$ cat src/design/dda_pkg.sv
// Shared constants, controller state type and command/status structs for the DDA line generator.
package dda_pkg;

    localparam int unsigned DEF_COORD_BITS = 11;
    localparam int unsigned DEF_FRAC_BITS  = 16;

    typedef enum logic [0:0] {
        ST_IDLE   = 1'b0,
        ST_DIVIDE = 1'b1
    } dda_state_t;

    localparam logic CMD_START = 1'b0;
    localparam logic CMD_NEXT  = 1'b1;

    typedef struct packed {
        logic load_start;
        logic advance;
        logic flag_error;
        logic div_step;
    } dda_cmd_t;

    typedef struct packed {
        logic steps_zero;
        logic line_active;
        logic div_last;
    } dda_status_t;

endpackage

$ cat src/design/dda_ifs.sv
// Valid/ready channel interfaces for line requests and plotted points.
interface dda_req_if #(
    parameter int unsigned COORD_BITS = 11
);
    logic                  valid;
    logic                  ready;
    logic                  command;
    logic [COORD_BITS-1:0] start_x;
    logic [COORD_BITS-1:0] start_y;
    logic [COORD_BITS-1:0] end_x;
    logic [COORD_BITS-1:0] end_y;

    modport source (output valid, command, start_x, start_y, end_x, end_y, input ready);
    modport sink   (input valid, command, start_x, start_y, end_x, end_y, output ready);
endinterface

interface dda_pt_if #(
    parameter int unsigned COORD_BITS = 11
);
    logic                  valid;
    logic                  ready;
    logic [COORD_BITS-1:0] point_x;
    logic [COORD_BITS-1:0] point_y;
    logic                  last_point;
    logic                  no_line_error;

    modport source (output valid, point_x, point_y, last_point, no_line_error, input ready);
    modport sink   (input valid, point_x, point_y, last_point, no_line_error, output ready);
endinterface

$ cat src/design/dda_ctrl.sv
// Controller state machine: handshakes, division sequencing and datapath commands.
module dda_ctrl (
    input  logic                 clk,
    input  logic                 rst_n,
    input  logic                 in_valid,
    input  logic                 in_command,
    output logic                 in_ready,
    input  logic                 out_ready,
    output logic                 out_valid,
    input  dda_pkg::dda_status_t status,
    output dda_pkg::dda_cmd_t    cmd
);
    import dda_pkg::*;

    dda_state_t state_reg;
    dda_state_t state_next;
    logic       out_valid_reg;
    logic       out_valid_next;
    logic       accept;

    assign in_ready  = (state_reg == ST_IDLE) && (!out_valid_reg || out_ready);
    assign accept    = in_valid && in_ready;
    assign out_valid = out_valid_reg;

    always_ff @(posedge clk or negedge rst_n)
    begin
        if (!rst_n)
        begin
            state_reg     <= ST_IDLE;
            out_valid_reg <= 1'b0;
        end
        else
        begin
            state_reg     <= state_next;
            out_valid_reg <= out_valid_next;
        end
    end

    // Next state.
    always_comb
    begin
        state_next = state_reg;
        case (state_reg)
            ST_IDLE:
            begin
                if (accept && (in_command == CMD_START) && !status.steps_zero)
                begin
                    state_next = ST_DIVIDE;
                end
            end
            ST_DIVIDE:
            begin
                if (status.div_last)
                begin
                    state_next = ST_IDLE;
                end
            end
            default:
            begin
                state_next = ST_IDLE;
            end
        endcase
    end

    // Outputs and commands.
    always_comb
    begin
        cmd            = '0;
        out_valid_next = out_valid_reg && !out_ready;
        case (state_reg)
            ST_IDLE:
            begin
                if (accept)
                begin
                    if (in_command == CMD_START)
                    begin
                        cmd.load_start = 1'b1;
                        out_valid_next = status.steps_zero;
                    end
                    else if (status.line_active)
                    begin
                        cmd.advance    = 1'b1;
                        out_valid_next = 1'b1;
                    end
                    else
                    begin
                        cmd.flag_error = 1'b1;
                        out_valid_next = 1'b1;
                    end
                end
            end
            ST_DIVIDE:
            begin
                cmd.div_step = 1'b1;
                if (status.div_last)
                begin
                    out_valid_next = 1'b1;
                end
            end
            default:
            begin
                cmd = '0;
            end
        endcase
    end

endmodule

$ cat src/design/dda_datapath.sv
// Datapath: endpoint setup, restoring dividers for both increments on one step counter, accumulators, flags.
module dda_datapath #(
    parameter int unsigned COORD_BITS = dda_pkg::DEF_COORD_BITS,
    parameter int unsigned FRAC_BITS  = dda_pkg::DEF_FRAC_BITS
) (
    input  logic                  clk,
    input  logic                  rst_n,
    input  dda_pkg::dda_cmd_t     cmd,
    output dda_pkg::dda_status_t  status,
    input  logic [COORD_BITS-1:0] start_x,
    input  logic [COORD_BITS-1:0] start_y,
    input  logic [COORD_BITS-1:0] end_x,
    input  logic [COORD_BITS-1:0] end_y,
    output logic [COORD_BITS-1:0] point_x,
    output logic [COORD_BITS-1:0] point_y,
    output logic                  last_point,
    output logic                  no_line_error
);
    import dda_pkg::*;

    localparam int unsigned ACC_BITS = COORD_BITS + FRAC_BITS;
    localparam int unsigned INC_BITS = FRAC_BITS + 2;
    localparam int unsigned Q_BITS   = FRAC_BITS + 1;
    localparam int unsigned REM_BITS = COORD_BITS + 1;
    localparam int unsigned CNT_BITS = $clog2(FRAC_BITS + 1);
    localparam logic [ACC_BITS-1:0] HALF = ACC_BITS'(1) << (FRAC_BITS - 1);

    logic [ACC_BITS-1:0]   x_acc_reg, x_acc_next;
    logic [ACC_BITS-1:0]   y_acc_reg, y_acc_next;
    logic [INC_BITS-1:0]   x_inc_reg, x_inc_next;
    logic [INC_BITS-1:0]   y_inc_reg, y_inc_next;
    logic [COORD_BITS-1:0] steps_reg, steps_next;
    logic [COORD_BITS-1:0] remaining_reg, remaining_next;
    logic                  active_reg, active_next;
    logic                  last_reg, last_next;
    logic                  err_reg, err_next;
    logic                  x_neg_reg, x_neg_next;
    logic                  y_neg_reg, y_neg_next;
    logic [REM_BITS-1:0]   x_rem_reg, x_rem_next;
    logic [REM_BITS-1:0]   y_rem_reg, y_rem_next;
    logic [Q_BITS-1:0]     x_q_reg, x_q_next;
    logic [Q_BITS-1:0]     y_q_reg, y_q_next;
    logic [CNT_BITS-1:0]   cnt_reg, cnt_next;

    logic                  x_neg_in, y_neg_in;
    logic [COORD_BITS-1:0] x_mag_in, y_mag_in, steps_in;
    logic [REM_BITS-1:0]   x_trial, y_trial, steps_ext;
    logic                  x_ge, y_ge;
    logic [REM_BITS-1:0]   x_rem_step, y_rem_step;
    logic [Q_BITS-1:0]     x_q_step, y_q_step;
    logic [ACC_BITS-1:0]   x_round, y_round;

    // Endpoint setup.
    always_comb
    begin
        x_neg_in = end_x < start_x;
        y_neg_in = end_y < start_y;
        x_mag_in = x_neg_in ? (start_x - end_x) : (end_x - start_x);
        y_mag_in = y_neg_in ? (start_y - end_y) : (end_y - start_y);
        steps_in = (x_mag_in > y_mag_in) ? x_mag_in : y_mag_in;
    end

    // One quotient bit per cycle; the first step yields the integer bit without shifting.
    always_comb
    begin
        steps_ext  = {1'b0, steps_reg};
        x_trial    = (cnt_reg == '0) ? x_rem_reg : {x_rem_reg[REM_BITS-2:0], 1'b0};
        y_trial    = (cnt_reg == '0) ? y_rem_reg : {y_rem_reg[REM_BITS-2:0], 1'b0};
        x_ge       = x_trial >= steps_ext;
        y_ge       = y_trial >= steps_ext;
        x_rem_step = x_ge ? (x_trial - steps_ext) : x_trial;
        y_rem_step = y_ge ? (y_trial - steps_ext) : y_trial;
        x_q_step   = {x_q_reg[Q_BITS-2:0], x_ge};
        y_q_step   = {y_q_reg[Q_BITS-2:0], y_ge};
    end

    always_comb
    begin
        x_acc_next     = x_acc_reg;
        y_acc_next     = y_acc_reg;
        x_inc_next     = x_inc_reg;
        y_inc_next     = y_inc_reg;
        steps_next     = steps_reg;
        remaining_next = remaining_reg;
        active_next    = active_reg;
        last_next      = last_reg;
        err_next       = err_reg;
        x_neg_next     = x_neg_reg;
        y_neg_next     = y_neg_reg;
        x_rem_next     = x_rem_reg;
        y_rem_next     = y_rem_reg;
        x_q_next       = x_q_reg;
        y_q_next       = y_q_reg;
        cnt_next       = cnt_reg;

        if (cmd.load_start)
        begin
            x_acc_next     = {start_x, {FRAC_BITS{1'b0}}};
            y_acc_next     = {start_y, {FRAC_BITS{1'b0}}};
            steps_next     = steps_in;
            remaining_next = steps_in;
            active_next    = steps_in != '0;
            last_next      = steps_in == '0;
            err_next       = 1'b0;
            x_neg_next     = x_neg_in;
            y_neg_next     = y_neg_in;
            x_rem_next     = {1'b0, x_mag_in};
            y_rem_next     = {1'b0, y_mag_in};
            x_q_next       = '0;
            y_q_next       = '0;
            cnt_next       = '0;
            if (steps_in == '0)
            begin
                x_inc_next = '0;
                y_inc_next = '0;
            end
        end
        else if (cmd.advance)
        begin
            x_acc_next     = x_acc_reg + {{(ACC_BITS-INC_BITS){x_inc_reg[INC_BITS-1]}}, x_inc_reg};
            y_acc_next     = y_acc_reg + {{(ACC_BITS-INC_BITS){y_inc_reg[INC_BITS-1]}}, y_inc_reg};
            remaining_next = remaining_reg - COORD_BITS'(1);
            last_next      = remaining_reg == COORD_BITS'(1);
            active_next    = remaining_reg != COORD_BITS'(1);
            err_next       = 1'b0;
        end
        else if (cmd.flag_error)
        begin
            last_next = 1'b0;
            err_next  = 1'b1;
        end
        else if (cmd.div_step)
        begin
            x_rem_next = x_rem_step;
            y_rem_next = y_rem_step;
            x_q_next   = x_q_step;
            y_q_next   = y_q_step;
            cnt_next   = cnt_reg + CNT_BITS'(1);
            if (status.div_last)
            begin
                x_inc_next = x_neg_reg ? (INC_BITS'(0) - {1'b0, x_q_step}) : {1'b0, x_q_step};
                y_inc_next = y_neg_reg ? (INC_BITS'(0) - {1'b0, y_q_step}) : {1'b0, y_q_step};
            end
        end
    end

    always_ff @(posedge clk or negedge rst_n)
    begin
        if (!rst_n)
        begin
            x_acc_reg     <= '0;
            y_acc_reg     <= '0;
            x_inc_reg     <= '0;
            y_inc_reg     <= '0;
            remaining_reg <= '0;
            active_reg    <= 1'b0;
            last_reg      <= 1'b0;
            err_reg       <= 1'b0;
            cnt_reg       <= '0;
        end
        else
        begin
            x_acc_reg     <= x_acc_next;
            y_acc_reg     <= y_acc_next;
            x_inc_reg     <= x_inc_next;
            y_inc_reg     <= y_inc_next;
            remaining_reg <= remaining_next;
            active_reg    <= active_next;
            last_reg      <= last_next;
            err_reg       <= err_next;
            cnt_reg       <= cnt_next;
        end
    end

    always_ff @(posedge clk)
    begin
        steps_reg <= steps_next;
        x_neg_reg <= x_neg_next;
        y_neg_reg <= y_neg_next;
        x_rem_reg <= x_rem_next;
        y_rem_reg <= y_rem_next;
        x_q_reg   <= x_q_next;
        y_q_reg   <= y_q_next;
    end

    assign status.steps_zero  = steps_in == '0;
    assign status.line_active = active_reg;
    assign status.div_last    = cnt_reg == CNT_BITS'(FRAC_BITS);

    // The accumulators only change when a new item is taken, so they hold the shown point.
    assign x_round       = x_acc_reg + HALF;
    assign y_round       = y_acc_reg + HALF;
    assign point_x       = x_round[ACC_BITS-1:FRAC_BITS];
    assign point_y       = y_round[ACC_BITS-1:FRAC_BITS];
    assign last_point    = last_reg;
    assign no_line_error = err_reg;

endmodule

$ cat src/design/dda_line_point_generator_top.sv
// Top level of the DDA line point generator: controller plus datapath on two item channels.
// A start item loads both endpoints, takes the step count as the larger of the x and y
// distances, and then runs restoring dividers for the x and y increments that share one step
// counter and work together, one quotient bit per cycle each, so the first point of a line
// appears once the division is complete after the start item is taken. A line of
// zero length, a next item and a next item with no active line each give their point in the
// cycle after acceptance, and a new item can be taken in that same cycle the point is
// presented if the consumer takes it, giving one point per cycle during a line. Points are the
// fixed-point accumulators rounded half up; the item that reaches the final step carries
// last_point, and a next item with no line in progress repeats the last point with
// no_line_error set and leaves the accumulators untouched. A start during a line abandons it.
module dda_line_point_generator_top #(
    parameter int unsigned COORD_BITS = dda_pkg::DEF_COORD_BITS,
    parameter int unsigned FRAC_BITS  = dda_pkg::DEF_FRAC_BITS
) (
    input  logic        clk,
    input  logic        rst_n,
    dda_req_if.sink     request,
    dda_pt_if.source    result
);
    import dda_pkg::*;

    dda_cmd_t    cmd;
    dda_status_t status;

    dda_ctrl u_ctrl (
        .clk        (clk),
        .rst_n      (rst_n),
        .in_valid   (request.valid),
        .in_command (request.command),
        .in_ready   (request.ready),
        .out_ready  (result.ready),
        .out_valid  (result.valid),
        .status     (status),
        .cmd        (cmd)
    );

    dda_datapath #(
        .COORD_BITS (COORD_BITS),
        .FRAC_BITS  (FRAC_BITS)
    ) u_datapath (
        .clk           (clk),
        .rst_n         (rst_n),
        .cmd           (cmd),
        .status        (status),
        .start_x       (request.start_x),
        .start_y       (request.start_y),
        .end_x         (request.end_x),
        .end_y         (request.end_y),
        .point_x       (result.point_x),
        .point_y       (result.point_y),
        .last_point    (result.last_point),
        .no_line_error (result.no_line_error)
    );

endmodule

$ cat src/flat_wrapper.sv
// flat-port wrapper written by rule: the top's interface ports become plain ports
module dda_line_point_generator_top_flat import dda_pkg::*;
#(
    parameter int unsigned COORD_BITS = dda_pkg::DEF_COORD_BITS,
    parameter int unsigned FRAC_BITS  = dda_pkg::DEF_FRAC_BITS
)
  (clk, rst_n, request_valid, request_command, request_start_x, request_start_y, request_end_x, request_end_y, request_ready, result_valid, result_point_x, result_point_y, result_last_point, result_no_line_error, result_ready);
  dda_req_if #(.COORD_BITS(COORD_BITS)) request_i ();
  dda_pt_if #(.COORD_BITS(COORD_BITS)) result_i ();
  input  logic clk;
  input  logic rst_n;
  input wire logic [$bits(request_i.valid)-1:0] request_valid;
  input wire logic [$bits(request_i.command)-1:0] request_command;
  input wire logic [$bits(request_i.start_x)-1:0] request_start_x;
  input wire logic [$bits(request_i.start_y)-1:0] request_start_y;
  input wire logic [$bits(request_i.end_x)-1:0] request_end_x;
  input wire logic [$bits(request_i.end_y)-1:0] request_end_y;
  output wire logic [$bits(request_i.ready)-1:0] request_ready;
  output wire logic [$bits(result_i.valid)-1:0] result_valid;
  output wire logic [$bits(result_i.point_x)-1:0] result_point_x;
  output wire logic [$bits(result_i.point_y)-1:0] result_point_y;
  output wire logic [$bits(result_i.last_point)-1:0] result_last_point;
  output wire logic [$bits(result_i.no_line_error)-1:0] result_no_line_error;
  input wire logic [$bits(result_i.ready)-1:0] result_ready;
  assign request_i.valid = request_valid;
  assign request_i.command = request_command;
  assign request_i.start_x = request_start_x;
  assign request_i.start_y = request_start_y;
  assign request_i.end_x = request_end_x;
  assign request_i.end_y = request_end_y;
  assign request_ready = request_i.ready;
  assign result_valid = result_i.valid;
  assign result_point_x = result_i.point_x;
  assign result_point_y = result_i.point_y;
  assign result_last_point = result_i.last_point;
  assign result_no_line_error = result_i.no_line_error;
  assign result_i.ready = result_ready;
  dda_line_point_generator_top #(.COORD_BITS(COORD_BITS), .FRAC_BITS(FRAC_BITS)) u_core (.clk(clk), .rst_n(rst_n), .request(request_i), .result(result_i));
endmodule
$ cat config.mk
export PLATFORM = sky130hd
export DESIGN_NAME = dda_line_point_generator_top_flat
export DESIGN_NICKNAME = d
export VERILOG_FILES = /design/src/design/dda_pkg.sv /design/src/design/dda_ifs.sv /design/src/design/dda_ctrl.sv /design/src/design/dda_datapath.sv /design/src/design/dda_line_point_generator_top.sv /design/src/flat_wrapper.sv
export SDC_FILE = /design/constraint.sdc
export NUM_CORES = 1
export LEC_CHECK = 0
export BUFFER_PORTS_ARGS = -buffer_cell sky130_fd_sc_hd__buf_2
export CELL_PAD_IN_SITES_DETAIL_PLACEMENT = 2
export CELL_PAD_IN_SITES_GLOBAL_PLACEMENT = 2
export CORE_MARGIN = 4
export CORE_UTILIZATION = 42
export DETAILED_ROUTE_END_ITERATION = 16
export PLACE_DENSITY_LB_ADDON = 0.25
export SLEW_MARGIN = 15
export SYNTH_ARGS = -nofsm -noshare
export SYNTH_HDL_FRONTEND = slang
export SYNTH_SLANG_ARGS = --single-unit
$ cat constraint.sdc
create_clock -name clk -period 12.1 [get_ports clk]
set_clock_uncertainty 0.05 [all_clocks]
set_input_delay 0.605 -clock clk [delete_from_list [all_inputs] [get_ports clk]]
set_output_delay 0.605 -clock clk [all_outputs]
set_load 0.1 [all_outputs]
==> results of run 1 <==
cells by family after synthesis:
logic type	after synthesis	share of synthesized area
compound gates	477	0.217
flops	180	0.307
fa+ha+maj	143	0.126
mux	91	0.0646
buf+inv	187	0.0498
xor+xnor	119	0.0715
simple gates	494	0.164
final timing paths:
| path | cells after the start | to | slack, ns |
|---|---|---|---|
| setup / recovery | 22 | u_core.u_datapath.y_inc_reg[17] | 5.81 |
| hold / removal | 1 | u_core.u_datapath.cnt_reg[4] | 0.11 |
| setup reg to reg | 16 | u_core.u_datapath.x_inc_reg[17] | 6.17 |
| hold reg to reg | 2 | u_core.u_datapath.y_acc_reg[9] | 0.44 |
| max in group asynchronous | 2 | u_core.u_datapath.x_acc_reg[23] | 10.43 |
| min in group clk | 3 | u_core.u_datapath.x_acc_reg[23] | 0.38 |
layer usage:
layer / global-route usage / up-vias / wire [um] / share of wire
li1: - / 6153 / - / -
met1: 0.355 / 6775 / 23500 / 0.46
met2: 0.459 / 243 / 25100 / 0.49
met3: 0.0323 / 56 / 1540 / 0.030
met4: 0.0688 / 4 / 1060 / 0.021
met5: 0 / - / 26 / 0.00051
cells in the mapped netlist, types with 21 or more instances:
master,number,share of area
dfrtp_1,111,0.19
nor2_1,119,0.030
edfxtp_1,35,0.072
nor3_1,22,0.0075
a21o_1,40,0.020
nand2_1,150,0.038
clkbuf_1,56,0.014
dfxtp_1,34,0.046
o21ai_0,123,0.042
mux2_2,21,0.016
o211a_1,27,0.018
nand2b_1,35,0.015
nand3_1,44,0.015
a21oi_1,105,0.036
mux2i_1,69,0.047
inv_1,111,0.028
xnor2_1,56,0.033
ha_1,135,0.11
nor2b_1,27,0.011
xor2_1,62,0.037
power by group:
part | switching, W | internal (W)
clock network | 0.000282 | 0.000293
logic | 0.00192 | 0.00111
registers | 0.000312 | 0.000938
total | 0.00251 | 0.00234
worst max-delay path: cells and delay by family:
| kind | cells | cell delay (ns) |
|---|---|---|
| adders and majority gates | 3 | 0.88 |
| buffers and inverters | 4 | 0.36 |
| xor gates and xnor gates | 1 | 0.32 |
| muxes | 1 | 0.24 |
| AOI/OAI and AO/OA | 7 | 2.26 |
| and+or+nand+nor | 6 | 1.90 |
per-stage QoR:
stage	area, sq um	cells	utilization	hold WS, ns
after floorplan	14700	1691	-	0.259
after global placement	15400	2157	0.447	0.417
after detailed placement	15400	2157	0.447	0.425
after CTS	16000	2189	0.463	0.128
after global routing	16000	2189	0.463	0.159
final	16000	2189	0.463	0.114
final cells by class:
type,instances,area [sq um]
fill,3830,18500
multi-input combinational,1324,9470
sequential,180,4510
tap,455,569
timing repair buffer,84,448
clock inverter,12,108
clock buffer,20,478
inverter,114,430
==> metrics, run 1 <==
cell mode on critical path=inv_1; Die H=195 um; Syn Area/Cell=8.69 sq um; Worst-Margin Slew=approximately 1.1 ns; Critical Path, Cell by Cell=buf_2 > inv_1 > ha_1 > inv_1 > fa_1 > a21oi_1 > o221ai_1 > o31ai_1 > mux2_2 > xor2_1 > inv_1 > ha_1 > a21oi_1 > nor2_1 > a211oi_1 > or4b_1 > and2_1 > nor2_1 > nand4_2 > a211oi_4 > nand3_2 > a31o_2; Netlist Area Pre-Place=0.0147 sq mm; # port buffers=74; DR iter-0 viols=680; Crit path arrival time=roughly 6.6 ns; Worst EP required=12.39 ns; final clock period utilization by the worst path=0.520; hold-fix buffer count after cts=0; Setup crit end kind=register; maximum clock path buffer count=2; core footprint=0.0345 sq mm; Period minus WS final=6.29 ns; CP max stage cell=nand3_2; Die Span X=~200 um; crit path launch type=primary input; Setup Viol. Count Final=0; Total Power=0.00485 W; HPWL Detailed=37800 um; status=finished clean; vias after detailed routing=13200; ys flop type=dfrtp_1; reg2reg start=u_core.u_datapath.cnt_reg[0]; CTS tree=yes; Clock Sinks=180; critical path's largest stage delay=0.67 ns; WL/cell=23.4 um; largest net degree at the start of global routing=68; Post-synth ARST share=0.617; Cells after Synth=1691; All-Layer GR Usage=0.266; Post-DRT Antenna Nets=0; Worst-path clk slew=0.08 ns; power per cell area=303 mW/mm^2; Setup Buffers After CTS=0; vias in the first global route=around 15000; CTS buffer count=17; Hold Crit Class=primary input to asynchronous set/reset pin; Routed Wire Length=51200 um; first-pass GRT wire length=approximately 80000 um; proportion of layout cells with a drive suffix above 1=0.0975; DIE AREA=0.0380 sq mm; antenna violations before repair=3; Remaining Overflow, GRT=0; Seq/Total Area, Yosys=0.307; Worst Setup SP=request_start_x[0]; CP max FO=31; Post-Route Setup TNS=0 ns; unrepaired setup endpoints after global routing=false; most common cell after layout, fill and taps aside=nand2_1; Nets=1913; Max Cap Violations=0; CTS Root Cell=clkbuf_16; clock latency on the worst-skew pair=roughly 0.46 ns; vias per cell=6.04; Ys Warns=0; Crit Path Class=primary input to register; Setup WS pre-CTS=5.40 ns; ANT cells=0; final setup margin=5.81 ns; Layout area overhead=8.98%; Slew Limit Fails=0; Rows=68; Post-Syn Nets=1883; Synth cell types=83; post_cts resized=0; router iterations before antenna repair=5; worst vdd ir=a little under 0.2 mV; #FFs+latches synth=180; commonest cells after routing, fill and taps aside=nand2_1 (150), ha_1 (135), o21ai_0 (123); RePlAce Congestion=around 0.91; Remaining DRCs=0; H-Tree Depth=4; number of synthesized flops with an enable pin=35; IO Pins=75; fmax=0.159 GHz; final hold violations=0; Initial Util=0.425; Leak=7.57 nW; max_slew headroom=0.297
Power figures use the tool's default switching activity.
==> run 2: changes to the inputs <==
--- a/config.mk
+++ b/config.mk
@@ -5,11 +5,12 @@
 export SDC_FILE = /design/constraint.sdc
 export NUM_CORES = 1
 export LEC_CHECK = 0
+export ABC_AREA = 1
 export BUFFER_PORTS_ARGS = -buffer_cell sky130_fd_sc_hd__buf_2
 export CELL_PAD_IN_SITES_DETAIL_PLACEMENT = 2
 export CELL_PAD_IN_SITES_GLOBAL_PLACEMENT = 2
 export CORE_MARGIN = 4
-export CORE_UTILIZATION = 42
+export CORE_UTILIZATION = 32
 export DETAILED_ROUTE_END_ITERATION = 16
 export PLACE_DENSITY_LB_ADDON = 0.25
 export SLEW_MARGIN = 15
==> constraint.sdc (replaced) <==
create_clock -name clk -period 5.7 [get_ports clk]
set_clock_uncertainty 0.05 [all_clocks]
set_input_delay 0.285 -clock clk [delete_from_list [all_inputs] [get_ports clk]]
set_output_delay 0.285 -clock clk [all_outputs]
set_load 0.1 [all_outputs]
==> metrics, run 2 <==
area leader, netlist=dfrtp_1; worst vdd ir=0.479 mV; Ys Warns=0; Worst-path clk slew=about 0.080 ns; Period minus WS final=4.91 ns; final clock period utilization by the worst path=0.861; CTS tree=yes; Slew Limit Fails=0; Remaining DRCs=0; Finished Layout Cells=approximately 3100; Worst-Margin Slew=0.907 ns; Hold Crit Class=primary input to register; Remaining Overflow, GRT=0; Die Span X=231 um; RePlAce Congestion=0.911; Crit Path Class=register to register; Area contributors post-synth=dfrtp_1 (17%), nand2_1 (17%), ha_1 (11%); Synth cell types=53; Routed Wire Length=58900 um; Setup WS pre-CTS=0.527 ns; Die H=231 um; IO Pins=75; CP max FO=10; status=finished clean; fmax=0.204 GHz; maximum clock path buffer count=2; Netlist Area Pre-Place=roughly 0.016 sq mm; reg2reg start=u_core.u_datapath.cnt_reg[0]; Cells after Synth=2359; Post-synth ARST share=0.617; #FFs+latches synth=180; Syn Area/Cell=6.73 sq um; Post-Route Setup TNS=0 ns; final hold violations=0; Setup Buffers After CTS=0; DR iter-0 viols=669; Synth top cells by count=nand2_1 (706), inv_1 (325), o21ai_0 (175); CP top delay family=simple AND/OR/NAND/NOR gates; Leak=9.11 nW; ys flop type=dfrtp_1; clock latency on the worst-skew pair=0.49 ns; most common cell after layout, fill and taps aside=nand2_1; first-pass GRT wire length=96000 um; H-Tree Depth=4; Post-DRT Antenna Nets=0; ANT cells=0; Post-Syn Nets=2551; largest net degree at the start of global routing=78; router iterations before antenna repair=5; R2R Path End=u_core.u_datapath.y_inc_reg[14]; placed cells=~3100; Rows=81; Buffers & Inverters on Critical Path=6; Max Cap Violations=0; critical path's largest stage delay=0.44 ns; number of synthesized flops with an enable pin=35; unrepaired setup endpoints after global routing=false; antenna violations before repair=2; CTS buffer count=17; Worst Hold Path Cells=3; Clock Sinks=180; All-Layer GR Usage=0.225; final setup margin=0.790 ns; proportion of layout cells with a drive suffix above 1=0.0735; Reg2Reg Setup Slack=0.79 ns; crit path launch type=register; vias after detailed routing=16100; core footprint=between 0.04 and 0.05 sq mm; Layout area overhead=10.7%; vias in the first global route=17800; Crit path arrival time=5.28 ns; Nets=2600; CTS Root Cell=clkbuf_16; share of Yosys cell area claimed by the top area cell type=0.175; WL/cell=19.1 um; commonest cells after routing, fill and taps aside=nand2_1 (705), inv_1 (324), o21ai_0 (175); HPWL Detailed=46300 um; Setup Viol. Count Final=0; hold path start=request_start_x[10]; cell mode on critical path=inv_1; # port buffers=74; power per cell area=577 mW/mm^2; vias per cell=5.22; Critical Path, Cell by Cell=inv_1 > ha_1 > nand3_1 > clkinv_1 > or2_2 > o21ai_0 > inv_1 > ha_1 > inv_1 > nor2_1 > a31o_2 > nor2_1 > nand2_1 > inv_1 > ha_1 > inv_1 > nor3_1 > nand3_1 > o21ai_0 > o21ai_0 > a21oi_1 > o21a_1 > nand3_1 > nand2_1; Min-Delay Endpoint=u_core.u_datapath.x_acc_reg[26]; Initial Util=0.324; Setup crit end kind=register; CP max stage cell=o21ai_0; DIE AREA=~0.053 sq mm; count leader, synth=nand2_1; FF-to-FF path depth=24; max_slew headroom=0.391; Worst EP required=6.07 ns; Seq/Total Area, Yosys=0.284
==> run 2: cell types whose count changed after synthesis, moves of 29 or more <==
cell / previous run / this run
nand2_1: 150 / 706
inv_1: 111 / 325
nand3_1: 44 / 174
mux2i_1: 69 / 5
o21ai_0: 123 / 175
nand2b_1: 35 / 0
a21o_1: 40 / 9
xnor2_1: 56 / 27
==> run 2: final cells by class <==
type                            instances  area [sq um]
Multi-Input combinational cell       1779          9830
Tap cell                              664           831
Sequential cell                       180          4510
Timing Repair Buffer                   92           526
Clock buffer                           19           464
Fill cell                            5960         31400
Clock inverter                         13           141
Inverter                              338          1270
==> run 2: worst max path at each step <==
stage                            startpoint                              end  slack [ns]  cells after the start
3_3_place_gp             request_start_x[0]  u_core.u_datapath.y_inc_reg[14]        0.87                     33
3_5_place_dp             request_start_x[0]  u_core.u_datapath.y_inc_reg[16]        0.53                     32
2_1_floorplan       u_core.u_ctrl.out_valid   u_core.u_datapath.y_rem_reg[2]        1.23                      6
5_1_grt        u_core.u_datapath.cnt_reg[0]  u_core.u_datapath.y_inc_reg[14]        0.17                     24
4_1_cts        u_core.u_datapath.cnt_reg[0]  u_core.u_datapath.y_inc_reg[14]        0.79                     24
6_report       u_core.u_datapath.cnt_reg[0]  u_core.u_datapath.y_inc_reg[14]        0.79                     24
==> run 2: timing repair <==
action,in CTS,in global routing
endpoints found under the hold margin,60,0
hold buffers,2,0
endpoints found under the setup margin,0,0
gates resized for setup,0,0
==> run 2: metal layers <==
layer / vias to the layer above / part of all wire / track usage
li1: 7818 / - / -
met1: 8062 / 0.46 / 0.283
met2: 183 / 0.50 / 0.407
met3: 42 / 0.023 / 0.0288
met4: 4 / 0.016 / 0.0553
met5: - / 0.00042 / 0
==> run 2: logic make-up (layout without fill, tap and decap cells) <==
group	after synthesis	count (layout)	share of synthesized area
AOI/OAI and AO/OA	417	417	0.150
and+or+nand+nor	1131	1131	0.303
xor gates and xnor gates	83	83	0.0458
buffers and inverters	400	462	0.0978
adders and majority gates	143	143	0.116
muxes	5	5	0.00315
DFF	180	180	0.284
==> run 2: worst reg2reg max path, cell delays in order, from the launching register on <==
cell and delay [ns]:
dfrtp_1 0.39, inv_1 0.08, ha_1 0.24, nand3_1 0.13, clkinv_1 0.37, or2_2 0.42, o21ai_0 0.13, inv_1 0.08
ha_1 0.35, inv_1 0.08, nor2_1 0.04, a31o_2 0.24, nor2_1 0.19, nand2_1 0.18, inv_1 0.13, ha_1 0.15
inv_1 0.05, nor3_1 0.24, nand3_1 0.18, o21ai_0 0.44, o21ai_0 0.23, a21oi_1 0.17, o21a_1 0.13, nand3_1 0.07
nand2_1 0.10
==> run 2: where the power goes <==
group | internal (W) | switching, W | total [W] | leakage [nW]
registers | 0.00196 | 0.000521 | 0.00249 | 2.03
logic | 0.00199 | 0.00438 | 0.00637 | 6.78
clock network | 0.000690 | 0.000603 | 0.00129 | 0.302
total | 0.00464 | 0.00550 | 0.0101 | 9.11
==> run 2: per-stage QoR <==
step / hold slack (ns) / util / area (sq um) / total power, W
after floorplan: -0.0606 / - / 15900 / 0.00706
after global placement: 0.375 / 0.346 / 16900 / 0.00854
after detailed placement: 0.384 / 0.346 / 16900 / 0.00885
after CTS: 0.0351 / 0.359 / 17600 / 0.0102
after global routing: 0.0541 / 0.359 / 17600 / 0.0111
final: 0.0603 / 0.359 / 17600 / 0.0101
==> run 3: changes to the inputs <==
--- a/config.mk
+++ b/config.mk
@@ -13,6 +13,7 @@
 export CORE_UTILIZATION = 32
 export DETAILED_ROUTE_END_ITERATION = 16
 export PLACE_DENSITY_LB_ADDON = 0.25
+export RECOVER_POWER = 100
 export SLEW_MARGIN = 15
 export SYNTH_ARGS = -nofsm -noshare
 export SYNTH_HDL_FRONTEND = slang
==> metrics, run 3 (synthesis results as in run 2) <==
critical path's largest stage delay=1.50 ns; unrepaired setup endpoints after global routing=false; Crit Path Class=primary input to register; DR iter-0 viols=705; critical path depth=12; CP max FO=37; Hold Crit Class=primary input to register; Max Cap Violations=3; Critical Path, Cell by Cell=dlygate4sd3_1 > clkbuf_1 > inv_1 > a21oi_1 > nand2_1 > nor2_1 > inv_1 > nand2_1 > buf_4 > nand2_8 > nand2_1 > nand2_1; crit path launch type=primary input; Worst EP required=6.02 ns; Nets=2600; maximum clock path buffer count=2; CTS Root Cell=clkbuf_16; Worst-path clk slew=about 0.080 ns; Remaining Overflow, GRT=0; CP top delay family=simple AND/OR/NAND/NOR gates; Reg2Reg Setup Slack=0.75 ns; HPWL Detailed=between 40000 and 50000 um; Leak=approximately 9.0 nW; hold-fix buffer count after cts=2; All-Layer GR Usage=0.225; WL/cell=19.1 um; Critical Path Sink=u_core.u_datapath.y_inc_reg[6]; Slew Limit Fails=124; first-pass GRT wire length=96000 um; DIE AREA=around 0.053 sq mm; Setup Viol. Count Final=0; CP max stage cell=nor2_1; vias after detailed routing=around 16000; proportion of layout cells with a drive suffix above 1=0.0574; Die Span X=231 um; failing checks=max-capacitance violations, max-slew violations; cell mode on critical path=nand2_1; Post-Route Setup TNS=0 ns; core footprint=0.0490 sq mm; Routed Wire Length=58900 um; R2R Path End=u_core.u_datapath.y_inc_reg[6]; worst vdd ir=0.466 mV; router iterations before antenna repair=5; Worst Setup SP=result_ready; commonest cells after routing, fill and taps aside=nand2_1 (708), inv_1 (325), o21ai_0 (175); status=finished, violations left; Post-DRT Antenna Nets=0; Clock Sinks=180; design area=0.0175 sq mm; antenna violations before repair=2; Remaining DRCs=0; dpl cell area=0.0169 sq mm; max_slew headroom=-1.34; CTS tree=yes; H-Tree Depth=4; vias per cell=5.21; vias in the first global route=17800; Initial Util=0.324; Setup crit end kind=register; Rows=81; Crit path arrival time=5.37 ns; # fillers=5978; final hold violations=0; # port buffers=74; Worst-Margin Slew=3.51 ns; IO Pins=between 70 and 80; ANT cells=0; placed cells=3051; Die H=231 um; clock latency on the worst-skew pair=0.49 ns; fmax=0.198 GHz; largest net degree at the start of global routing=78; post_cts resized=0; Buffers & Inverters on Critical Path=5; final clock period utilization by the worst path=0.885; Setup Buffers After CTS=0; FF-to-FF path depth=9; final core occ=0.357; most common cell after layout, fill and taps aside=nand2_1; CTS buffer count=17; Layout area overhead=10.1%; reg2reg start=u_core.u_ctrl.out_valid; RePlAce Congestion=slightly above 0.9; Period minus WS final=between 5 and 6 ns; hold path start=request_start_x[10]; Finished Layout Cells=approximately 3100; power per cell area=578 mW/mm^2
## run 3: worst min path at each step
stage,to,cells past startpoint
after floorplan,u_core.u_ctrl.out_valid,0
after global placement,u_core.u_datapath.x_acc_reg[24],1
after detailed placement,u_core.u_datapath.x_acc_reg[24],1
after CTS,u_core.u_datapath.x_acc_reg[26],3
after global routing,u_core.u_datapath.x_acc_reg[26],3
final,u_core.u_datapath.x_acc_reg[26],3
## run 3: area by class of cell
class                           instances  area, sq um  share of cell area
Sequential cell                       180         4510               0.258
Tap cell                              664          831              0.0475
Multi-Input combinational cell       1779         9800               0.561
Clock buffer                           19          464              0.0265
Timing Repair Buffer                   92          468              0.0268
Inverter                              338         1270              0.0726
Clock inverter                         13          141             0.00809
## run 3: where the power goes
part | internal (W) | switching (W)
sequential | 0.00197 | 0.000519
clock | 0.000690 | 0.000607
combinational | 0.00195 | 0.00437
total | 0.00460 | 0.00550
## run 3: routing by layer
metal  vias to the layer above  track usage  share of wire
met3                        45       0.0288          0.026
met2                       175        0.407           0.50
li1                       7814            -              -
met5                         -            0        0.00042
met4                         4       0.0553          0.017
met1                      8039        0.283           0.46
## run 3: worst reg2reg max path, cell delays in order, from the launching register on
cell     delay (ns)
dfrtp_1        0.40
a21oi_1        0.28
nand2_1        0.28
nor2_1         1.50
inv_1          1.14
nand2_1        0.25
buf_4          0.45
nand2_8        0.26
nand2_1        0.16
nand2_1        0.07
## run 3: stage by stage
stage,worst slack [ns],hold slack [ns],total power (W)
after CTS,0.786,0.0351,0.0102
final,0.656,0.0586,0.0101
after global routing,0.0866,0.0541,0.0111
after floorplan,1.23,-0.0606,0.00706
after detailed placement,0.527,0.384,0.00885
after global placement,0.872,0.375,0.00854
